$ cat config.mk
export PLATFORM = sky130hd
export DESIGN_NAME = gripper_command_sequencer
export DESIGN_NICKNAME = d
export VERILOG_FILES = /design/src/hdl/gcs_pkg.sv /design/src/hdl/gripper_command_sequencer.sv /design/src/hdl/gcs_cfg_regs.sv /design/src/hdl/gcs_seq.sv
export SDC_FILE = /design/constraint.sdc
export NUM_CORES = 1
export LEC_CHECK = 0
export BUFFER_PORTS_ARGS = -buffer_cell sky130_fd_sc_hd__buf_2
export CORE_MARGIN = 2
export CORE_UTILIZATION = 39
export CTS_BUF_LIST = sky130_fd_sc_hd__clkbuf_4 sky130_fd_sc_hd__clkbuf_8
export DETAILED_ROUTE_END_ITERATION = 6
export PLACE_DENSITY_LB_ADDON = 0.3
export SLEW_MARGIN = 20
export SYNTH_ARGS = -nofsm -noshare
export SYNTH_HDL_FRONTEND = slang
export SYNTH_SLANG_ARGS = --single-unit
$ cat constraint.sdc
create_clock -name clk -period 5.4 [get_ports clk]
set_input_delay 1.08 -clock clk [delete_from_list [all_inputs] [get_ports clk]]
set_output_delay 1.08 -clock clk [all_outputs]
set_load 0.05 [all_outputs]
$ cat src/hdl/gcs_pkg.sv
package gcs_pkg;

    // Drive command words (low byte of the device command word)
    localparam logic [7:0] CMD_NEUTRAL = 8'h80;
    localparam logic [7:0] CMD_OPEN    = 8'h81;
    localparam logic [7:0] CMD_CLOSE   = 8'h82;
    localparam logic [7:0] CMD_CLEAR   = 8'h83;

    // Pulse lengths in bus ticks
    localparam logic [15:0] CLEAR_TICKS         = 16'd20;
    localparam logic [15:0] NEUTRAL_PULSE_TICKS = 16'd4;
    localparam logic [15:0] MOVE_PULSE_TICKS    = 16'd20;
    localparam logic [15:0] NEUTRALIZE_TICKS    = 16'd20;

    // Request commands
    localparam logic [2:0] RQ_STATUS = 3'd0;
    localparam logic [2:0] RQ_CLEAR  = 3'd1;
    localparam logic [2:0] RQ_OPEN   = 3'd2;
    localparam logic [2:0] RQ_CLOSE  = 3'd3;
    localparam logic [2:0] RQ_MOVE   = 3'd4;

    // Device claw status codes
    localparam logic [15:0] CS_FAULT   = 16'd10;
    localparam logic [15:0] CS_READY_A = 16'd3;
    localparam logic [15:0] CS_READY_B = 16'd5;
    localparam logic [15:0] CS_READY_C = 16'd7;
    localparam logic [15:0] CS_READY_D = 16'd8;
    localparam logic [15:0] CS_TERM_E  = 16'd9;

    // Run outcomes
    localparam logic [3:0] OC_NONE         = 4'd0;
    localparam logic [3:0] OC_STATUS       = 4'd1;
    localparam logic [3:0] OC_CLEARED      = 4'd2;
    localparam logic [3:0] OC_REACHED      = 4'd3;
    localparam logic [3:0] OC_TERMINAL     = 4'd4;
    localparam logic [3:0] OC_ALREADY      = 4'd5;
    localparam logic [3:0] OC_CLEAR_FAIL   = 4'd6;
    localparam logic [3:0] OC_READY_FAIL   = 4'd7;
    localparam logic [3:0] OC_RANGE        = 4'd8;
    localparam logic [3:0] OC_UNKNOWN      = 4'd9;
    localparam logic [3:0] OC_MOVE_FAIL    = 4'd10;

    // Configuration register indexes
    localparam logic [2:0] REG_READY_TIMEOUT = 3'd0;
    localparam logic [2:0] REG_MOVE_TIMEOUT  = 3'd1;
    localparam logic [2:0] REG_POS_TOL       = 3'd2;
    localparam logic [2:0] REG_OPEN_TARGET   = 3'd3;
    localparam logic [2:0] REG_CLOSE_TARGET  = 3'd4;
    localparam logic [2:0] REG_MIN_WIDTH     = 3'd5;
    localparam logic [2:0] REG_MAX_WIDTH     = 3'd6;

    // Reset values of the configuration and drive width registers
    localparam logic [15:0] RST_READY_TIMEOUT = 16'd4000;
    localparam logic [15:0] RST_MOVE_TIMEOUT  = 16'd6000;
    localparam logic [15:0] RST_POS_TOL       = 16'd3;
    localparam logic [15:0] RST_OPEN_TARGET   = 16'd1800;
    localparam logic [15:0] RST_CLOSE_TARGET  = 16'd1000;
    localparam logic [15:0] RST_MIN_WIDTH     = 16'd1000;
    localparam logic [15:0] RST_MAX_WIDTH     = 16'd1800;

    typedef enum logic [8:0] {
        PH_IDLE        = 9'b000000001,
        PH_CLEAR_PULSE = 9'b000000010,
        PH_FAULT_WAIT  = 9'b000000100,
        PH_READY_WAIT  = 9'b000001000,
        PH_PRE_OPEN    = 9'b000010000,
        PH_PRE_CLOSE   = 9'b000100000,
        PH_MOVE_PULSE  = 9'b001000000,
        PH_MOVE_WAIT   = 9'b010000000,
        PH_NEUTRALIZE  = 9'b100000000
    } phase_t;

    typedef struct packed {
        logic [15:0] ready_timeout;
        logic [15:0] move_timeout;
        logic [15:0] position_tolerance;
        logic [15:0] open_target;
        logic [15:0] close_target;
        logic [15:0] min_width;
        logic [15:0] max_width;
    } cfg_t;

    typedef struct packed {
        logic        req_type;
        logic [2:0]  request_cmd;
        logic [15:0] request_width;
        logic [15:0] jaw_state;
        logic [15:0] jaw_fault;
        logic [15:0] axis_fault;
        logic [15:0] finger_width;
    } item_t;

    typedef struct packed {
        logic        request_dropped;
        logic [3:0]  outcome;
        logic        success;
        logic        done_res;
        logic        busy_res;
        logic [15:0] drive_close_width;
        logic [15:0] drive_open_width;
        logic [7:0]  drive_command;
    } result_t;

endpackage

$ cat src/hdl/gripper_command_sequencer.sv
// Gripper command sequencer.
// Input stream (s_*): one transaction is either a new request (tuser = 1) with
// command and target width, or one fieldbus tick (tuser = 0) that carries the
// device feedback. Output stream (m_*): exactly one result per input
// transaction, in order, with the command word and width values to drive and
// the run status (busy, done, success, outcome, dropped request).
// Configuration (cfg_*): one 16-bit register write per transaction, taken at
// any time; write only while no item is in flight.
// The item sits in the input register, then the sequencer step loads the result
// register, from which it can be taken. Throughput is one item per clock while
// the receiver takes results; the sequencer state is updated in a single pass
// per item, so back-to-back ticks and requests are sustained.
// When the receiver stalls, the result register holds its transaction and the
// input register holds one more item; s_tready falls only when both are full.
// Reset returns the sequencer to idle with a neutral command, the drive widths
// to the default open and close targets and the configuration registers to
// their defaults.
module gripper_command_sequencer
    import gcs_pkg::*;
(
    input  logic        clk,
    input  logic        rst_n,
    // fields from bit 0: request_cmd[2:0], request_width[18:3], jaw_state[34:19],
    // jaw_fault[50:35], axis_fault[66:51], finger_width[82:67], zero fill
    input  logic [87:0] s_tdata,
    // fields from bit 0: req_type
    input  logic        s_tuser,
    input  logic        s_tvalid,
    output logic        s_tready,
    // fields from bit 0: drive_command[7:0], drive_open_width[23:8],
    // drive_close_width[39:24], busy_res[40], done_res[41], success[42],
    // outcome[46:43], request_dropped[47]
    output logic [47:0] m_tdata,
    output logic        m_tvalid,
    input  logic        m_tready,
    input  logic        cfg_valid,
    output logic        cfg_ready,
    input  logic [2:0]  cfg_addr,
    input  logic [15:0] cfg_data
);

    cfg_t    cfg;
    item_t   item_reg;
    logic    in_vld_reg, in_vld_next;
    result_t res;
    result_t res_reg;
    logic    out_vld_reg, out_vld_next;
    logic    step;

    gcs_cfg_regs u_cfg (
        .clk       (clk),
        .rst_n     (rst_n),
        .cfg_valid (cfg_valid),
        .cfg_ready (cfg_ready),
        .cfg_addr  (cfg_addr),
        .cfg_data  (cfg_data),
        .cfg       (cfg)
    );

    gcs_seq u_seq (
        .clk    (clk),
        .rst_n  (rst_n),
        .cfg    (cfg),
        .step   (step),
        .item   (item_reg),
        .result (res)
    );

    // Advance when an item waits and the result register is free or drains
    assign step     = in_vld_reg && (!out_vld_reg || m_tready);
    assign s_tready = !in_vld_reg || step;

    always_comb
    begin
        in_vld_next = in_vld_reg;
        if (s_tvalid && s_tready)
        begin
            in_vld_next = 1'b1;
        end
        else if (step)
        begin
            in_vld_next = 1'b0;
        end

        out_vld_next = out_vld_reg;
        if (step)
        begin
            out_vld_next = 1'b1;
        end
        else if (m_tready)
        begin
            out_vld_next = 1'b0;
        end
    end

    // Handshake state
    always_ff @(posedge clk or negedge rst_n)
    begin
        if (!rst_n)
        begin
            in_vld_reg  <= 1'b0;
            out_vld_reg <= 1'b0;
        end
        else
        begin
            in_vld_reg  <= in_vld_next;
            out_vld_reg <= out_vld_next;
        end
    end

    // Capture the input item and the result payload
    always_ff @(posedge clk)
    begin
        if (s_tvalid && s_tready)
        begin
            item_reg.req_type      <= s_tuser;
            item_reg.request_cmd   <= s_tdata[2:0];
            item_reg.request_width <= s_tdata[18:3];
            item_reg.jaw_state     <= s_tdata[34:19];
            item_reg.jaw_fault     <= s_tdata[50:35];
            item_reg.axis_fault    <= s_tdata[66:51];
            item_reg.finger_width  <= s_tdata[82:67];
        end
        if (step)
        begin
            res_reg <= res;
        end
    end

    assign m_tvalid = out_vld_reg;
    assign m_tdata  = res_reg;

    // A processed item always shows up as a result in the next cycle
    assert property (@(posedge clk) disable iff (!rst_n)
        step |=> m_tvalid)
        else $error("processed item produced no result");

    // An item blocked by a full result register stays in the input register
    assert property (@(posedge clk) disable iff (!rst_n)
        (in_vld_reg && !step) |=> in_vld_reg)
        else $error("input item lost while stalled");

endmodule

$ cat src/hdl/gcs_cfg_regs.sv
module gcs_cfg_regs
    import gcs_pkg::*;
(
    input  logic        clk,
    input  logic        rst_n,
    input  logic        cfg_valid,
    output logic        cfg_ready,
    input  logic [2:0]  cfg_addr,
    input  logic [15:0] cfg_data,
    output cfg_t        cfg
);

    cfg_t cfg_reg;

    // Registers are always writable
    assign cfg_ready = 1'b1;
    assign cfg     = cfg_reg;

    // Take one register write per transaction; ignore indexes beyond the list
    always_ff @(posedge clk or negedge rst_n)
    begin
        if (!rst_n)
        begin
            cfg_reg.ready_timeout      <= RST_READY_TIMEOUT;
            cfg_reg.move_timeout       <= RST_MOVE_TIMEOUT;
            cfg_reg.position_tolerance <= RST_POS_TOL;
            cfg_reg.open_target        <= RST_OPEN_TARGET;
            cfg_reg.close_target       <= RST_CLOSE_TARGET;
            cfg_reg.min_width          <= RST_MIN_WIDTH;
            cfg_reg.max_width          <= RST_MAX_WIDTH;
        end
        else if (cfg_valid)
        begin
            case (cfg_addr)
                REG_READY_TIMEOUT: cfg_reg.ready_timeout      <= cfg_data;
                REG_MOVE_TIMEOUT:  cfg_reg.move_timeout       <= cfg_data;
                REG_POS_TOL:       cfg_reg.position_tolerance <= cfg_data;
                REG_OPEN_TARGET:   cfg_reg.open_target        <= cfg_data;
                REG_CLOSE_TARGET:  cfg_reg.close_target       <= cfg_data;
                REG_MIN_WIDTH:     cfg_reg.min_width          <= cfg_data;
                REG_MAX_WIDTH:     cfg_reg.max_width          <= cfg_data;
                default:           ;
            endcase
        end
    end

endmodule

$ cat src/hdl/gcs_seq.sv
module gcs_seq
    import gcs_pkg::*;
(
    input  logic    clk,
    input  logic    rst_n,
    input  cfg_t    cfg,
    input  logic    step,
    input  item_t   item,
    output result_t result
);

    phase_t      phase_reg, phase_next;
    logic [15:0] tick_reg, tick_next;
    logic [2:0]  act_reg, act_next;
    logic [15:0] target_reg, target_next;
    logic [15:0] open_w_reg, open_w_next;
    logic [15:0] close_w_reg, close_w_next;
    logic [7:0]  cmd_reg, cmd_next;
    logic [3:0]  pend_reg, pend_next;

    // Hold sequencer state; advance only when an item is processed
    always_ff @(posedge clk or negedge rst_n)
    begin
        if (!rst_n)
        begin
            phase_reg   <= PH_IDLE;
            tick_reg    <= '0;
            act_reg     <= '0;
            target_reg  <= '0;
            open_w_reg  <= RST_OPEN_TARGET;
            close_w_reg <= RST_CLOSE_TARGET;
            cmd_reg     <= CMD_NEUTRAL;
            pend_reg    <= OC_NONE;
        end
        else if (step)
        begin
            phase_reg   <= phase_next;
            tick_reg    <= tick_next;
            act_reg     <= act_next;
            target_reg  <= target_next;
            open_w_reg  <= open_w_next;
            close_w_reg <= close_w_next;
            cmd_reg     <= cmd_next;
            pend_reg    <= pend_next;
        end
    end

    // Next state and result for one item
    always_comb
    begin
        logic        fault;
        logic        ready;
        logic [15:0] tick_inc;
        logic [15:0] diff;
        logic [15:0] tgt;
        logic        res_ok;
        logic        done;
        logic        ok;
        logic [3:0]  oc;
        logic        dropped;

        fault = (item.jaw_state == CS_FAULT) || (item.jaw_fault != '0)
                || (item.axis_fault != '0);
        ready = (item.jaw_state == CS_READY_A) || (item.jaw_state == CS_READY_B)
                || (item.jaw_state == CS_READY_C) || (item.jaw_state == CS_READY_D);
        tick_inc = (tick_reg == 16'hFFFF) ? tick_reg : tick_reg + 16'd1;
        diff = (item.finger_width >= target_reg) ? item.finger_width - target_reg
                                                  : target_reg - item.finger_width;

        // Resolve the motion target for the ready wait
        tgt    = target_reg;
        res_ok = 1'b1;
        case (act_reg)
            RQ_OPEN:  tgt = cfg.open_target;
            RQ_CLOSE: tgt = cfg.close_target;
            RQ_MOVE:  tgt = target_reg;
            default:  res_ok = 1'b0;
        endcase

        phase_next   = phase_reg;
        tick_next    = tick_reg;
        act_next     = act_reg;
        target_next  = target_reg;
        open_w_next  = open_w_reg;
        close_w_next = close_w_reg;
        cmd_next     = cmd_reg;
        pend_next    = pend_reg;
        done         = 1'b0;
        ok           = 1'b0;
        oc           = OC_NONE;
        dropped      = 1'b0;

        if (item.req_type)
        begin
            // New request: drop it while a run is active
            if (phase_reg != PH_IDLE)
            begin
                dropped = 1'b1;
            end
            else
            begin
                act_next    = item.request_cmd;
                target_next = item.request_width;
                tick_next   = '0;
                if (item.request_cmd == RQ_STATUS)
                begin
                    pend_next = OC_NONE;
                    cmd_next  = CMD_NEUTRAL;
                    done      = 1'b1;
                    ok        = 1'b1;
                    oc        = OC_STATUS;
                end
                else
                begin
                    phase_next = PH_CLEAR_PULSE;
                    cmd_next   = CMD_CLEAR;
                end
            end
        end
        else
        begin
            case (phase_reg)
                PH_IDLE: ;
                PH_CLEAR_PULSE:
                begin
                    tick_next = tick_inc;
                    if (tick_inc >= CLEAR_TICKS)
                    begin
                        phase_next = PH_FAULT_WAIT;
                        tick_next  = '0;
                        cmd_next   = CMD_NEUTRAL;
                    end
                end
                PH_FAULT_WAIT:
                begin
                    if (!fault)
                    begin
                        phase_next = PH_READY_WAIT;
                        tick_next  = '0;
                    end
                    else
                    begin
                        tick_next = tick_inc;
                        if (tick_inc >= cfg.ready_timeout)
                        begin
                            phase_next = PH_NEUTRALIZE;
                            tick_next  = '0;
                            cmd_next   = CMD_NEUTRAL;
                            pend_next  = OC_CLEAR_FAIL;
                        end
                    end
                end
                PH_READY_WAIT:
                begin
                    if (act_reg == RQ_CLEAR)
                    begin
                        tick_next = tick_inc;
                        if (fault || ready || (tick_inc >= cfg.ready_timeout))
                        begin
                            done = 1'b1;
                            ok   = 1'b1;
                            oc   = OC_CLEARED;
                        end
                    end
                    else if (fault)
                    begin
                        phase_next = PH_NEUTRALIZE;
                        tick_next  = '0;
                        cmd_next   = CMD_NEUTRAL;
                        pend_next  = OC_READY_FAIL;
                    end
                    else if (ready)
                    begin
                        if (!res_ok)
                        begin
                            done = 1'b1;
                            oc   = OC_UNKNOWN;
                        end
                        else if ((act_reg == RQ_MOVE)
                                 && ((tgt < cfg.min_width) || (tgt > cfg.max_width)))
                        begin
                            done = 1'b1;
                            oc   = OC_RANGE;
                        end
                        else
                        begin
                            target_next = tgt;
                            tick_next   = '0;
                            cmd_next    = CMD_NEUTRAL;
                            if (tgt > item.finger_width)
                            begin
                                open_w_next = tgt;
                                phase_next  = PH_PRE_OPEN;
                            end
                            else if (tgt < item.finger_width)
                            begin
                                close_w_next = tgt;
                                phase_next   = PH_PRE_CLOSE;
                            end
                            else
                            begin
                                done = 1'b1;
                                ok   = 1'b1;
                                oc   = OC_ALREADY;
                            end
                        end
                    end
                    else
                    begin
                        tick_next = tick_inc;
                        if (tick_inc >= cfg.ready_timeout)
                        begin
                            phase_next = PH_NEUTRALIZE;
                            tick_next  = '0;
                            cmd_next   = CMD_NEUTRAL;
                            pend_next  = OC_READY_FAIL;
                        end
                    end
                end
                PH_PRE_OPEN, PH_PRE_CLOSE:
                begin
                    tick_next = tick_inc;
                    if (tick_inc >= NEUTRAL_PULSE_TICKS)
                    begin
                        cmd_next   = (phase_reg == PH_PRE_OPEN) ? CMD_OPEN : CMD_CLOSE;
                        phase_next = PH_MOVE_PULSE;
                        tick_next  = '0;
                    end
                end
                PH_MOVE_PULSE:
                begin
                    tick_next = tick_inc;
                    if (tick_inc >= MOVE_PULSE_TICKS)
                    begin
                        cmd_next   = CMD_NEUTRAL;
                        phase_next = PH_MOVE_WAIT;
                        tick_next  = '0;
                    end
                end
                PH_MOVE_WAIT:
                begin
                    if (fault)
                    begin
                        phase_next = PH_NEUTRALIZE;
                        tick_next  = '0;
                        cmd_next   = CMD_NEUTRAL;
                        pend_next  = OC_MOVE_FAIL;
                    end
                    else if ((item.jaw_state == CS_READY_C)
                             || (item.jaw_state == CS_READY_D)
                             || (item.jaw_state == CS_TERM_E))
                    begin
                        done = 1'b1;
                        ok   = 1'b1;
                        oc   = OC_TERMINAL;
                    end
                    else if (diff <= cfg.position_tolerance)
                    begin
                        done = 1'b1;
                        ok   = 1'b1;
                        oc   = OC_REACHED;
                    end
                    else
                    begin
                        tick_next = tick_inc;
                        if (tick_inc >= cfg.move_timeout)
                        begin
                            phase_next = PH_NEUTRALIZE;
                            tick_next  = '0;
                            cmd_next   = CMD_NEUTRAL;
                            pend_next  = OC_MOVE_FAIL;
                        end
                    end
                end
                PH_NEUTRALIZE:
                begin
                    tick_next = tick_inc;
                    if (tick_inc >= NEUTRALIZE_TICKS)
                    begin
                        done = 1'b1;
                        oc   = pend_reg;
                    end
                end
                default:
                begin
                    phase_next = PH_IDLE;
                    tick_next  = '0;
                    cmd_next   = CMD_NEUTRAL;
                end
            endcase

            // Finish the run: back to idle with a neutral command
            if (done)
            begin
                phase_next = PH_IDLE;
                tick_next  = '0;
                pend_next  = OC_NONE;
                cmd_next   = CMD_NEUTRAL;
            end
        end

        // Requests show the drive outputs after they are taken, ticks the outputs before
        if (item.req_type)
        begin
            result.drive_command     = cmd_next;
            result.drive_open_width  = open_w_next;
            result.drive_close_width = close_w_next;
        end
        else
        begin
            result.drive_command     = cmd_reg;
            result.drive_open_width  = open_w_reg;
            result.drive_close_width = close_w_reg;
        end
        result.busy_res        = (phase_next != PH_IDLE);
        result.done_res        = done;
        result.success         = ok;
        result.outcome         = oc;
        result.request_dropped = dropped;
    end

    // A finished run leaves the block idle
    assert property (@(posedge clk) disable iff (!rst_n)
        (step && result.done_res) |=> (phase_reg == PH_IDLE))
        else $error("run finished but sequencer not idle");

    // Success and a nonzero outcome only come with a finished run
    assert property (@(posedge clk) disable iff (!rst_n)
        !result.done_res |-> (!result.success && (result.outcome == OC_NONE)))
        else $error("outcome reported without a finished run");

    // A dropped request leaves the active run untouched
    assert property (@(posedge clk) disable iff (!rst_n)
        (step && result.request_dropped) |=> ($stable(phase_reg) && $stable(tick_reg)))
        else $error("dropped request disturbed the active run");

    // The drive command is neutral whenever the sequencer is idle
    assert property (@(posedge clk) disable iff (!rst_n)
        (phase_reg == PH_IDLE) |-> (cmd_reg == CMD_NEUTRAL))
        else $error("non-neutral command while idle");

endmodule
==> results.toml <==
[cells_and_area]
fin_util = 0.4642
area_delta_synth_final_pct = 17.72
nets = 2134
diodes = 0
multiInputGateArea_um2 = 8095
fillerInstances = 4216
stdcell_area_um2 = 21070
regArea_um2 = 9077
drive_gt1_frac = 0.2597
largest_reg_flops = 112

[global_routing]
antenna_found_initial = 4
grt_pass1_vias = 13300
grt_max_degree = 120
grt_pass1_wl_mm = 75.22
grt_overflow = 0
grt_usage = 0.2049

[setup_path]
cp-end-kind = "flip-flop"
rr_startpoint = "item_reg[0]"
start_kind = "flip-flop"
arrival_ns = 5.72
cp.required_ns = 5.94
crit_start = "item_reg[0]"
worst_path_largest_cell_delay_ns = 0.38
slowest_stage = "edfxtp_1"
critPathKind = "reg -> reg"
crit_fanout = 3

[logic_synthesis]
synth_xor_area_frac = 0.01028
async_flop_share = 0.6048
synth_area_leader_cell = "edfxtp_1"
yosysWarnings = 0
ys_types = 85
synth_top_area_frac = 0.2215
synth.top_cells.by_count = "nand2_1, dfrtp_1, inv_1"
synthAdderAreaFrac = 0.09104
syn_nets = 1944
synth_area_um2 = 17890
synthMuxAreaShare = 0.07188
synthSimpleGateAreaFrac = 0.1312
postSynthAreaPerCell_um2 = 10.51
synth_top_family_by_area = "compound AO/OA/AOI/OAI gates"
postSynthCellCount = 1702
ys_seq_elements = 334
synth_edf_count = 132
synth_seq_area_share = 0.5073
synthTopCellsByArea = "edfxtp_1, dfrtp_1, ha_1, dfstp_2, mux2_2"
synth_most_common_cell = "nand2_1"
synth_top_flop_cell = "dfrtp_1"
synth-compound-area-share = 0.1369

[floorplanning]
coreArea_um2 = 45380
fp-row-count = 78
pin_count = 164
die_width_um = 218.2
die_area_um2 = 47610
die-height_um = 218.2
initial_utilization = 0.3943

[timing]
finalSetupViolCount = 0
worst_slew_pin_slew_ns = 1.087
holdWs_ns = 0.4449
report.final.slew_viol_count = 0
min_period_ns = 5.179
maxSlewHeadroom = 0.2713
clock.fmax_mhz = 193.1
skew_ns = 0.03774
hold_violations = 0
fin_tns_setup_ns = 0
timing.final.crit_share = 0.9591

[route]
drt-vias-per-instance = 5.257
route.vias.total = 13360
drt-pass1-iter-count = 5
routed_wl_mm = 48.15
avgRoutedWirePerCell_um = 18.95
detail-route-antenna-nets = 0
wl_met1_mm = 22.80
highest_layer = "met4"
drt_iter0_drc = 868
wl_met3_mm = 2.655
drc = 0
wl_met2_mm = 21.38

[clock_network]
htreeDepth = 2
clk_latency_ns = 0.68
clk_path_buf_depth = 3
tritoncts = "yes"
path_clk_slew_ns = 0.06
cts.sinks = 334
cts_root_buf = "clkbuf_8"
numCtsBuffers = 57

[flow_run]
drv_cap = 0

[placement]
placed_area_um2 = 19660
portBuffers = 157
gp_congestion = 0.8912
dp_hpwl_mm = 35.60

[pwr]
power.density_nw_per_um2 = 472.7
p_leak_uw = 0.009343
ir_drop_v = 0.0002092
p_total_uw = 9958

[worst_hold_path]
min-delay-start = "u_seq.open_w_reg[12]"
hp-class = "reg -> reg"

[run_status]
status = "complete, no violations"
routing by layer:
layer | up-vias | global-route usage
met5 | - | 0
met4 | 0 | 0.06757
met3 | 81 | 0.03814
met2 | 325 | 0.3135
met1 | 6468 | 0.2921
li1 | 6484 | -
critical path: cells and delay by family (launching register included):
| family | cells | cell delay, ns |
|---|---|---|
| xor gates and xnor gates | 1 | 0.17 |
| AOI/OAI and AO/OA | 10 | 1.91 |
| muxes | 1 | 0.33 |
| adders and majority gates | 3 | 0.72 |
| DFF | 1 | 0.38 |
| buffers and inverters | 4 | 0.47 |
| and+or+nand+nor | 6 | 1.08 |
worst paths after layout:
| check | endpoint | slack (ns) | cells after the start |
|---|---|---|---|
| max reg2reg | u_seq.pend_reg[3] | 0.22 | 25 |
| min | m_tdata[20] | 0.44 | 0 |
| max in group asynchronous | u_cfg.cfg[92] | 3.78 | 2 |
| min in group asynchronous | u_seq.target_reg[9] | 0.52 | 1 |
| max | u_seq.pend_reg[3] | 0.22 | 25 |
| min reg2reg | m_tdata[20] | 0.44 | 0 |
cell families after synthesis:
| family | count (synthesis) |
|---|---|
| multiplexers | 117 |
| XOR/XNOR | 21 |
| buffers and inverters | 238 |
| AO/OA/AOI/OAI | 390 |
| AND/OR/NAND/NOR | 472 |
| flip-flops | 334 |
| other | 1 |
| adder cells (fa/ha/maj) | 129 |
layout by cell type, fill, tap and decap left out, types with 19 or more instances in the layout:
cell and instances:
nand2_1 202, nand3_1 44, a21oi_1 77, dfrtp_1 155
clkbuf_4 27, ha_1 126, o21ai_0 128, clkbuf_8 62
nor2_1 52, nand4_1 30, inv_1 141, dfstp_2 47
mux2_2 90, o21a_1 24, buf_4 58, mux2i_1 24
buf_2 156, a21o_1 35, o21ai_1 19, edfxtp_1 132
layout make-up:
type,instances,share of cell area
clock inverters,19,0.006652
well taps,600,0.03564
multi-input cells,1130,0.3843
flip-flops and latches,334,0.4309
inverters,144,0.02566
repair buffers,225,0.06670
clock buffers,89,0.05013
report_power, final:
part	switching, uW	internal, uW	leakage (uW)
Sequential	223	3060	0.00375
Clock	1070	1300	0.000637
Combinational	2580	1740	0.00496
Total	3870	6090	0.00934
stage by stage:
stage | worst slack [ns] | instances
5_1_grt | -0.01593 | 2541
3_3_place_gp | -0.07986 | 2426
3_5_place_dp | -0.06477 | 2426
6_report | 0.2207 | 2541
4_1_cts | 0.01752 | 2534
2_1_floorplan | 0.4149 | 1702
repair_timing:
| action | 4_1_cts | 5_1_grt |
|---|---|---|
| setup endpoints to repair | 9 | 36 |
| pin swaps | 1 | 14 |
| hold buffers | 0 | 0 |
| setup buffers | 0 | 6 |
| resized for setup | 3 | 31 |
No activity file was read; power rests on OpenSTA's default activity.
